File: src/design/pbkdf2_pkg.sv
// Shared types, constants and SHA-256 tables for the PBKDF2-HMAC-SHA256 unit.
// Used by the controller, the datapath and the top level.
package pbkdf2_pkg;

  localparam int MAX_PASSWORD_BYTES = 64;
  localparam int MAX_SALT_BYTES     = 16;
  localparam int PW_AW              = $clog2(MAX_PASSWORD_BYTES);
  localparam int SALT_AW            = $clog2(MAX_SALT_BYTES);
  localparam int ITER_W             = 20;
  localparam logic [ITER_W-1:0] ITER_RESET = 20'd10000;

  localparam logic [1:0] OP_PASSWORD = 2'd0;
  localparam logic [1:0] OP_SALT     = 2'd1;
  localparam logic [1:0] OP_DERIVE   = 2'd2;

  typedef enum logic [2:0] {
    KIND_PAD_I   = 3'd0,
    KIND_PAD_O   = 3'd1,
    KIND_SALT_IN = 3'd2,
    KIND_MSG_IN  = 3'd3,
    KIND_MSG_OUT = 3'd4
  } kind_t;

  typedef struct packed {
    logic       wr_pw;
    logic       wr_salt;
    logic       clear;
    logic       load;
    logic       init;
    logic       round;
    logic       finish;
    logic       first;
    kind_t      kind;
    logic [5:0] idx;
    logic [1:0] word;
  } cmd_t;

  localparam logic [0:7][31:0] INIT_H = {
    32'h6a09e667, 32'hbb67ae85, 32'h3c6ef372, 32'ha54ff53a,
    32'h510e527f, 32'h9b05688c, 32'h1f83d9ab, 32'h5be0cd19
  };

  localparam logic [31:0] ROUND_K [64] = '{
    32'h428a2f98, 32'h71374491, 32'hb5c0fbcf, 32'he9b5dba5,
    32'h3956c25b, 32'h59f111f1, 32'h923f82a4, 32'hab1c5ed5,
    32'hd807aa98, 32'h12835b01, 32'h243185be, 32'h550c7dc3,
    32'h72be5d74, 32'h80deb1fe, 32'h9bdc06a7, 32'hc19bf174,
    32'he49b69c1, 32'hefbe4786, 32'h0fc19dc6, 32'h240ca1cc,
    32'h2de92c6f, 32'h4a7484aa, 32'h5cb0a9dc, 32'h76f988da,
    32'h983e5152, 32'ha831c66d, 32'hb00327c8, 32'hbf597fc7,
    32'hc6e00bf3, 32'hd5a79147, 32'h06ca6351, 32'h14292967,
    32'h27b70a85, 32'h2e1b2138, 32'h4d2c6dfc, 32'h53380d13,
    32'h650a7354, 32'h766a0abb, 32'h81c2c92e, 32'h92722c85,
    32'ha2bfe8a1, 32'ha81a664b, 32'hc24b8b70, 32'hc76c51a3,
    32'hd192e819, 32'hd6990624, 32'hf40e3585, 32'h106aa070,
    32'h19a4c116, 32'h1e376c08, 32'h2748774c, 32'h34b0bcb5,
    32'h391c0cb3, 32'h4ed8aa4a, 32'h5b9cca4f, 32'h682e6ff3,
    32'h748f82ee, 32'h78a5636f, 32'h84c87814, 32'h8cc70208,
    32'h90befffa, 32'ha4506ceb, 32'hbef9a3f7, 32'hc67178f2
  };

  function automatic logic [31:0] big_s0(input logic [31:0] x);
    return {x[1:0], x[31:2]} ^ {x[12:0], x[31:13]} ^ {x[21:0], x[31:22]};
  endfunction

  function automatic logic [31:0] big_s1(input logic [31:0] x);
    return {x[5:0], x[31:6]} ^ {x[10:0], x[31:11]} ^ {x[24:0], x[31:25]};
  endfunction

  function automatic logic [31:0] small_s0(input logic [31:0] x);
    return {x[6:0], x[31:7]} ^ {x[17:0], x[31:18]} ^ {3'b000, x[31:3]};
  endfunction

  function automatic logic [31:0] small_s1(input logic [31:0] x);
    return {x[16:0], x[31:17]} ^ {x[18:0], x[31:19]} ^ {10'd0, x[31:10]};
  endfunction

endpackage

File: src/design/pbkdf2_hmac_sha256_derive_unit.sv
// PBKDF2-HMAC-SHA256 single-block key derivation unit, top level.
// Depends on pbkdf2_pkg, pbkdf2_ctrl, pbkdf2_dp, pbkdf2_ram.
//
// Input channel (in_valid/in_stall, op, data_byte): op 0 loads a password
// byte (up to 64; more are dropped and flagged), op 1 loads a salt byte (up
// to 16; more are ignored), op 2 derives the key, op 3 is ignored.
// Load items do not raise in_stall, so they can follow back to back. A
// derive item runs 2 + 2*N SHA-256 compressions, N the iteration count
// (0 counts as 1); each compression assembles the block through the store
// read port, runs 64 rounds on one shared round unit and adds into the
// hash state.
// Output channel (out_valid/out_stall, key_word, last_word,
// password_overflow): four 64-bit big-endian key words, last_word on the
// fourth. While the receiver stalls the word holds and in_stall stays high.
// After the fourth word is taken both load lengths and the overflow flag
// clear and the next item is accepted.
// cfg_write/cfg_data write the iteration count; reset sets it to 10000
// and clears both load lengths and the overflow flag.
module pbkdf2_hmac_sha256_derive_unit (
  input  logic                          clk,
  input  logic                          rst,
  input  logic                          in_valid,
  output logic                          in_stall,
  input  logic [1:0]                    op,
  input  logic [7:0]                    data_byte,
  output logic                          out_valid,
  input  logic                          out_stall,
  output logic [63:0]                   key_word,
  output logic                          last_word,
  output logic                          password_overflow,
  input  logic                          cfg_write,
  input  logic [pbkdf2_pkg::ITER_W-1:0] cfg_data
);
  import pbkdf2_pkg::*;

  cmd_t cmd;

  pbkdf2_ctrl u_ctrl (
    .clk       (clk),
    .rst       (rst),
    .in_valid  (in_valid),
    .in_stall  (in_stall),
    .op        (op),
    .cfg_write (cfg_write),
    .cfg_data  (cfg_data),
    .out_valid (out_valid),
    .out_stall (out_stall),
    .last_word (last_word),
    .cmd       (cmd)
  );

  pbkdf2_dp u_dp (
    .clk               (clk),
    .rst               (rst),
    .cmd               (cmd),
    .data_byte         (data_byte),
    .key_word          (key_word),
    .password_overflow (password_overflow)
  );

endmodule

File: src/design/pbkdf2_ram.sv
// Generic single-write, single-read RAM with registered read data.
// No dependencies.
module pbkdf2_ram #(
  parameter int WIDTH = 8,
  parameter int DEPTH = 64
) (
  input  logic                     clk,
  input  logic                     we,
  input  logic [$clog2(DEPTH)-1:0] waddr,
  input  logic [WIDTH-1:0]         wdata,
  input  logic [$clog2(DEPTH)-1:0] raddr,
  output logic [WIDTH-1:0]         rdata
);

  logic [WIDTH-1:0] mem [DEPTH];

  always_ff @(posedge clk) begin
    if (we) begin
      mem[waddr] <= wdata;
    end
    rdata <= mem[raddr];
  end

endmodule

File: src/design/pbkdf2_ctrl.sv
// Controller: item handshake, iteration register and compression sequencing.
// Depends on pbkdf2_pkg; drives the datapath through cmd_t.
module pbkdf2_ctrl (
  input  logic                          clk,
  input  logic                          rst,
  input  logic                          in_valid,
  output logic                          in_stall,
  input  logic [1:0]                    op,
  input  logic                          cfg_write,
  input  logic [pbkdf2_pkg::ITER_W-1:0] cfg_data,
  output logic                          out_valid,
  input  logic                          out_stall,
  output logic                          last_word,
  output pbkdf2_pkg::cmd_t              cmd
);
  import pbkdf2_pkg::*;

  typedef enum logic [5:0] {
    S_IDLE  = 6'b000001,
    S_LOAD  = 6'b000010,
    S_WAIT  = 6'b000100,
    S_ROUND = 6'b001000,
    S_FIN   = 6'b010000,
    S_OUT   = 6'b100000
  } state_t;

  state_t            state, state_next;
  logic [5:0]        cnt, cnt_next;
  kind_t             kind, kind_next;
  logic [ITER_W-1:0] iter, iter_next;
  logic [ITER_W-1:0] iteration_count;
  logic [ITER_W-1:0] count_eff;
  logic [1:0]        wc, wc_next;
  logic              out_valid_next;
  logic              accept;

  assign count_eff = (iteration_count == '0) ? ITER_W'(1) : iteration_count;
  assign in_stall  = (state != S_IDLE);
  assign accept    = in_valid && (state == S_IDLE);
  assign last_word = (wc == 2'd3);

  always_comb begin
    state_next     = state;
    cnt_next       = cnt;
    kind_next      = kind;
    iter_next      = iter;
    wc_next        = wc;
    out_valid_next = out_valid;
    cmd            = '0;
    cmd.kind       = kind;
    cmd.idx        = cnt;
    cmd.word       = wc;
    case (state)
      S_IDLE: begin
        if (accept) begin
          case (op)
            OP_PASSWORD: cmd.wr_pw = 1'b1;
            OP_SALT:     cmd.wr_salt = 1'b1;
            OP_DERIVE: begin
              state_next = S_LOAD;
              kind_next  = KIND_PAD_I;
              cnt_next   = '0;
              iter_next  = '0;
            end
            default: ;
          endcase
        end
      end
      S_LOAD: begin
        cmd.load = 1'b1;
        cmd.init = (cnt == '0);
        cnt_next = cnt + 6'd1;
        if (cnt == 6'd63) begin
          state_next = S_WAIT;
        end
      end
      S_WAIT: begin
        cnt_next   = '0;
        state_next = S_ROUND;
      end
      S_ROUND: begin
        cmd.round = 1'b1;
        cnt_next  = cnt + 6'd1;
        if (cnt == 6'd63) begin
          state_next = S_FIN;
        end
      end
      S_FIN: begin
        cmd.finish = 1'b1;
        cmd.first  = (iter == '0);
        cnt_next   = '0;
        state_next = S_LOAD;
        case (kind)
          KIND_PAD_I:   kind_next = KIND_PAD_O;
          KIND_PAD_O:   kind_next = KIND_SALT_IN;
          KIND_SALT_IN: kind_next = KIND_MSG_OUT;
          KIND_MSG_IN:  kind_next = KIND_MSG_OUT;
          KIND_MSG_OUT: begin
            iter_next = iter + ITER_W'(1);
            if ({1'b0, iter} + 21'd1 >= {1'b0, count_eff}) begin
              state_next     = S_OUT;
              wc_next        = '0;
              out_valid_next = 1'b1;
            end else begin
              kind_next = KIND_MSG_IN;
            end
          end
          default: ;
        endcase
      end
      S_OUT: begin
        if (out_valid && !out_stall) begin
          if (wc == 2'd3) begin
            out_valid_next = 1'b0;
            cmd.clear      = 1'b1;
            state_next     = S_IDLE;
          end else begin
            wc_next = wc + 2'd1;
          end
        end
      end
      default: state_next = S_IDLE;
    endcase
  end

  always_ff @(posedge clk) begin
    if (rst) begin
      state           <= S_IDLE;
      cnt             <= '0;
      kind            <= KIND_PAD_I;
      iter            <= '0;
      wc              <= '0;
      out_valid       <= 1'b0;
      iteration_count <= ITER_RESET;
    end else begin
      state     <= state_next;
      cnt       <= cnt_next;
      kind      <= kind_next;
      iter      <= iter_next;
      wc        <= wc_next;
      out_valid <= out_valid_next;
      if (cfg_write) begin
        iteration_count <= cfg_data;
      end
    end
  end

endmodule

File: src/design/pbkdf2_dp.sv
// Datapath: password and salt stores, block assembly, SHA-256 round unit,
// HMAC pad states, chain value and accumulated key. Depends on pbkdf2_pkg, pbkdf2_ram.
module pbkdf2_dp (
  input  logic             clk,
  input  logic             rst,
  input  pbkdf2_pkg::cmd_t cmd,
  input  logic [7:0]       data_byte,
  output logic [63:0]      key_word,
  output logic             password_overflow
);
  import pbkdf2_pkg::*;

  logic [PW_AW:0]      pw_len;
  logic [SALT_AW:0]    salt_len;
  logic                ovf;
  logic [7:0]          pw_q, salt_q;
  logic                ld_d;
  logic [5:0]          idx_d;
  logic [7:0]          blk_byte;
  logic [511:0]        w;
  logic [0:7][31:0]    h, v, istate, ostate, hsrc, hf;
  logic [255:0]        msg, acc;
  logic [15:0]         salt_bits;
  logic [6:0]          idx7;
  logic [31:0]         w0, wnew, t1, t2;

  pbkdf2_ram #(.WIDTH(8), .DEPTH(MAX_PASSWORD_BYTES)) u_pw_ram (
    .clk   (clk),
    .we    (cmd.wr_pw && (pw_len < (PW_AW+1)'(MAX_PASSWORD_BYTES))),
    .waddr (pw_len[PW_AW-1:0]),
    .wdata (data_byte),
    .raddr (cmd.idx[PW_AW-1:0]),
    .rdata (pw_q)
  );

  pbkdf2_ram #(.WIDTH(8), .DEPTH(MAX_SALT_BYTES)) u_salt_ram (
    .clk   (clk),
    .we    (cmd.wr_salt && (salt_len < (SALT_AW+1)'(MAX_SALT_BYTES))),
    .waddr (salt_len[SALT_AW-1:0]),
    .wdata (data_byte),
    .raddr (cmd.idx[SALT_AW-1:0]),
    .rdata (salt_q)
  );

  assign idx7      = {1'b0, idx_d};
  assign salt_bits = (16'd68 + 16'(salt_len)) << 3;

  always_comb begin
    blk_byte = 8'h00;
    case (cmd.kind)
      KIND_PAD_I, KIND_PAD_O: begin
        blk_byte = (cmd.kind == KIND_PAD_I) ? 8'h36 : 8'h5c;
        if (idx7 < 7'(pw_len)) begin
          blk_byte = blk_byte ^ pw_q;
        end
      end
      KIND_SALT_IN: begin
        if (idx7 < 7'(salt_len)) begin
          blk_byte = salt_q;
        end else if (idx7 == 7'(salt_len) + 7'd3) begin
          blk_byte = 8'h01;
        end else if (idx7 == 7'(salt_len) + 7'd4) begin
          blk_byte = 8'h80;
        end else if (idx_d == 6'd62) begin
          blk_byte = salt_bits[15:8];
        end else if (idx_d == 6'd63) begin
          blk_byte = salt_bits[7:0];
        end
      end
      KIND_MSG_IN, KIND_MSG_OUT: begin
        if (idx_d < 6'd32) begin
          blk_byte = msg[255 - 8*idx_d[4:0] -: 8];
        end else if (idx_d == 6'd32) begin
          blk_byte = 8'h80;
        end else if (idx_d == 6'd62) begin
          blk_byte = 8'h03;
        end
      end
      default: blk_byte = 8'h00;
    endcase
  end

  always_comb begin
    case (cmd.kind)
      KIND_PAD_I, KIND_PAD_O:    hsrc = INIT_H;
      KIND_SALT_IN, KIND_MSG_IN: hsrc = istate;
      default:                   hsrc = ostate;
    endcase
  end

  assign w0   = w[511:480];
  assign wnew = small_s1(w[63:32]) + w[223:192] + small_s0(w[479:448]) + w0;
  assign t1   = v[7] + big_s1(v[4]) + ((v[4] & v[5]) ^ (~v[4] & v[6]))
              + ROUND_K[cmd.idx] + w0;
  assign t2   = big_s0(v[0]) + ((v[0] & v[1]) ^ (v[0] & v[2]) ^ (v[1] & v[2]));

  always_comb begin
    for (int i = 0; i < 8; i++) begin
      hf[i] = h[i] + v[i];
    end
  end

  assign key_word          = acc[255 - 64*cmd.word -: 64];
  assign password_overflow = ovf;

  always_ff @(posedge clk) begin
    if (rst) begin
      pw_len   <= '0;
      salt_len <= '0;
      ovf      <= 1'b0;
      ld_d     <= 1'b0;
    end else begin
      ld_d <= cmd.load;
      if (cmd.clear) begin
        pw_len   <= '0;
        salt_len <= '0;
        ovf      <= 1'b0;
      end else begin
        if (cmd.wr_pw) begin
          if (pw_len < (PW_AW+1)'(MAX_PASSWORD_BYTES)) begin
            pw_len <= pw_len + (PW_AW+1)'(1);
          end else begin
            ovf <= 1'b1;
          end
        end
        if (cmd.wr_salt && (salt_len < (SALT_AW+1)'(MAX_SALT_BYTES))) begin
          salt_len <= salt_len + (SALT_AW+1)'(1);
        end
      end
    end
  end

  always_ff @(posedge clk) begin
    idx_d <= cmd.idx;
    if (ld_d) begin
      w <= {w[503:0], blk_byte};
    end else if (cmd.round) begin
      w <= {w[479:0], wnew};
    end
    if (cmd.init) begin
      h <= hsrc;
      v <= hsrc;
    end else if (cmd.round) begin
      v <= {t1 + t2, v[0], v[1], v[2], v[3] + t1, v[4], v[5], v[6]};
    end
    if (cmd.finish) begin
      h <= hf;
      case (cmd.kind)
        KIND_PAD_I: istate <= hf;
        KIND_PAD_O: ostate <= hf;
        KIND_MSG_OUT: begin
          msg <= hf;
          acc <= cmd.first ? hf : (acc ^ hf);
        end
        default: msg <= hf;
      endcase
    end
  end

endmodule

File: config.mk
export PLATFORM = sky130hd
export DESIGN_NAME = pbkdf2_hmac_sha256_derive_unit
export DESIGN_NICKNAME = d
export VERILOG_FILES = /design/src/design/pbkdf2_pkg.sv /design/src/design/pbkdf2_hmac_sha256_derive_unit.sv /design/src/design/pbkdf2_ram.sv /design/src/design/pbkdf2_ctrl.sv /design/src/design/pbkdf2_dp.sv
export SDC_FILE = /design/constraint.sdc
export NUM_CORES = 2
export LEC_CHECK = 0
export ABC_AREA = 1
export BUFFER_PORTS_ARGS = -buffer_cell sky130_fd_sc_hd__buf_2
export CORE_MARGIN = 10
export CORE_UTILIZATION = 55
export DETAILED_ROUTE_END_ITERATION = 7
export HOLD_SLACK_MARGIN = 0.12
export PLACE_DENSITY = 0.68
export SYNTH_ARGS = -nofsm -noshare
export SYNTH_HDL_FRONTEND = slang
export SYNTH_SLANG_ARGS = --single-unit
File: constraint.sdc
create_clock -name clk -period 21.9 [get_ports clk]
set_input_delay 4.38 -clock clk [delete_from_list [all_inputs] [get_ports clk]]
set_output_delay 4.38 -clock clk [all_outputs]
set_load 0.01 [all_outputs]
==> results by group <==
Clocking
  – Post-CTS Resized: 0
  – TritonCTS clock tree: built
  – CTS Hold Bufs: 0
  – Clock latency on the worst-skew pair: 0.98 ns
  – Clk buf depth: 4
  – Clock-pin slew on the worst setup and hold paths: 0.06 ns
  – Htree depth: 5
  – Total CTS buffers: 300
  – CTS sink count: 2782
  – Clock root buffer: clkbuf_16
  – Post-CTS Setup Bufs: 0

Worst setup path
  – Worst Setup Path Type: reg2reg
  – Reg-to-Reg Start: u_ctrl.cnt[0]
  – CP max-delay cell: inv_6
  – Critical path fanouts, max: 95
  – R2r setup slk: 11.58 ns
  – Cell family with the largest share of critical-path delay: adder cells
  – Worst r2r dst: u_dp.v[251]
  – Critical Path End Type: register
  – Most used cell, CP: nand2_1
  – CP Data Required Time: 22.53 ns
  – R2R cell count: 38
  – CP arrival: 10.95 ns
  – Critical path buffer and inverter count: 6
  – CP startpoint kind: register
  – Max stage delay on crit path: 0.58 ns

Run status
  – Outcome: finished with violations
  – Failing checks: max-capacitance violations

Layout
  – Nets: 14700
  – Share of cells above drive strength 1: 0.0611
  – Non-filler instance count after layout: 17700
  – Area Overhead vs Synth: 9.51%
  – Commonest non-fill, non-tap cell in the layout: nand2_1
  – Most frequent cells in the layout: 3660 x nand2_1, 2688 x edfxtp_1, 1239 x o21ai_0
  – Fillers: 21200

Floorplan
  – Core ar.: 260000 um^2
  – Rows: 187
  – DIE AREA: 282000 um^2
  – Die X: 531 um
  – Starting Density: 0.552
  – Die H: 531 um
  – Io pins: 103

STA
  – Final setup TNS: 0 ns
  – Rel. slew slack: 0.00224
  – Period utilization: 0.471
  – Worst Skew: 0.116 ns
  – Slew @ Worst Pin: 1.48 ns
  – Final min period: 10.32 ns
  – RSZ-0062 raised after global routing: false
  – Endpoints failing hold: 0
  – Max-slew violation count: 0
  – Final setup vio count: 0
  – Max Freq: 0.0969 GHz

Worst hold path
  – Hold_sp: u_ctrl.cnt[2]
  – Hold EP: u_dp.idx_d[2]
  – HP Class: reg2reg
  – WHS Path Cells: 0

Yosys
  – Synth Register Bits: 2782
  – Ys Warns: 0
  – Seq/Total Area, Yosys: 0.576
  – Post-synth top flop: edfxtp_1
  – Post-synth EDFFs: 2688
  – Synth top area share: 0.563
  – Mapped cell area: 143000 um^2
  – Synth area leader: edfxtp_1
  – Synth area leaders: edfxtp_1 56%, nand2_1 9.6%, o21ai_0 4.3%
  – Share of synthesized registers carrying an async set or reset: 0
  – Distinct cell type count after synthesis: 70
  – Synth Instances: 14100
  – Synth Net Count: 14700
  – Syn_area_per_cell: 10.2 um^2

Routing
  – Wire per inst: 31.2 um
  – Drt first pass iters: 7
  – Initial DRC count: 17100
  – Antenna Violating Nets Remaining: 0
  – DR vias: 112000
  – Routed WL: 551000 um
  – Via density: 6.35
  – DRC: 0

Global routing
  – First-pass GRT wire length: 770000 um
  – Vias in the first global route: 105000
  – Initial antenna violation count: 45
  – GRT Overall Usage: 0.380
  – Largest net degree at the start of global routing: 230
  – Grt total ovfl: 0

Placement
  – Placer Congestion: 1.03
  – # port buffers: 102
  – Post-DP HPWL: 403000 um
  – Placed cell count: 17100

Flow run
  – Max-Cap Viols: 3
==> synthesized netlist by cell type, types with 80 or more instances <==
cell and n:
clkbuf_1 476, xor2_1 419, xnor2_1 366, ha_1 437, buf_2 108, nor3_1 124, dfxtp_1 94, o21ai_0 1244
nand2_1 3664, a21oi_1 598, o22ai_1 266, nor2_1 1047, fa_1 195, a22o_1 116, edfxtp_1 2688, a22oi_1 80
nand3_1 368, inv_1 1000
==> registers in the layout, summed over array words and instances (netlist names), 2 cells and up <==
| register | flops |
|---|---|
| u_ctrl.cnt | 6 |
| u_ctrl.iter | 20 |
| u_ctrl.iteration_count | 20 |
| u_ctrl.kind | 3 |
| u_ctrl.state | 6 |
| u_ctrl.wc | 2 |
| u_dp.acc | 256 |
| u_dp.h | 256 |
| u_dp.idx_d | 6 |
| u_dp.istate | 256 |
| u_dp.msg | 256 |
| u_dp.ostate | 256 |
| u_dp.pw_len | 7 |
| u_dp.salt_len | 5 |
| u_dp.u_pw_ram.mem | 512 |
| u_dp.u_pw_ram.rdata | 8 |
| u_dp.u_salt_ram.mem | 128 |
| u_dp.u_salt_ram.rdata | 8 |
| u_dp.v | 256 |
| u_dp.w | 512 |
==> per-layer routing <==
metal / GRT usage / vias up / share of wire
li1: - / 48600 / -
met1: 0.521 / 54800 / 0.38
met2: 0.530 / 7484 / 0.41
met3: 0.148 / 1312 / 0.15
met4: 0.184 / 32 / 0.062
met5: 0 / - / 0.00037
==> worst max path at each step <==
stage | startpoint | endpoint | slack, ns | depth (start not counted)
6_report | u_ctrl.cnt[0] | u_dp.v[251] | 11.58 | 38
5_1_grt | u_ctrl.cnt[0] | u_dp.v[251] | 11.05 | 38
4_1_cts | u_ctrl.cnt[0] | u_dp.v[251] | 11.76 | 38
3_5_place_dp | u_ctrl.cnt[0] | u_dp.v[251] | 11.89 | 38
3_3_place_gp | u_ctrl.cnt[0] | u_dp.v[251] | 11.70 | 35
2_1_floorplan | u_dp.ld_d | u_dp.w[0] | 8.81 | 5
==> logic make-up (layout without fill, tap and decap cells) <==
group,after synthesis,after routing,synth area share
DFF,2782,2782,0.576
and+or+nand+nor,5398,5398,0.151
adders and majority gates,652,652,0.0667
AOI/OAI and AO/OA,2776,2776,0.112
xor gates and xnor gates,786,786,0.0481
other,0,19,0
muxes,17,17,0.00120
buffers and inverters,1663,1853,0.0451
==> final cells by class <==
| class | count | area (um^2) | share of cell area |
|---|---|---|---|
| sequential | 2782 | 82600 | 0.526 |
| multi-input combinational | 9629 | 54600 | 0.347 |
| clock buffer | 359 | 7860 | 0.0500 |
| tap | 3402 | 4260 | 0.0271 |
| inverter | 1018 | 3860 | 0.0245 |
| timing repair buffer | 292 | 2010 | 0.0128 |
| clock inverter | 184 | 1900 | 0.0121 |
| antenna | 19 | 47.5 | 0.000303 |
==> stage by stage <==
step	instance area, um^2	worst slack, ns	utilization	hold slack [ns]
finish	157000	11.58	0.605	0.459
global placement	147000	11.70	0.567	0.475
global route	157000	11.05	0.605	0.478
floorplan	143000	8.81	-	0.329
CTS	157000	11.76	0.605	0.448
detailed placement	147000	11.89	0.567	0.475
Power is not shown: default switching activity piles up to over one toggle a cycle in this logic, so the estimate is an artifact.
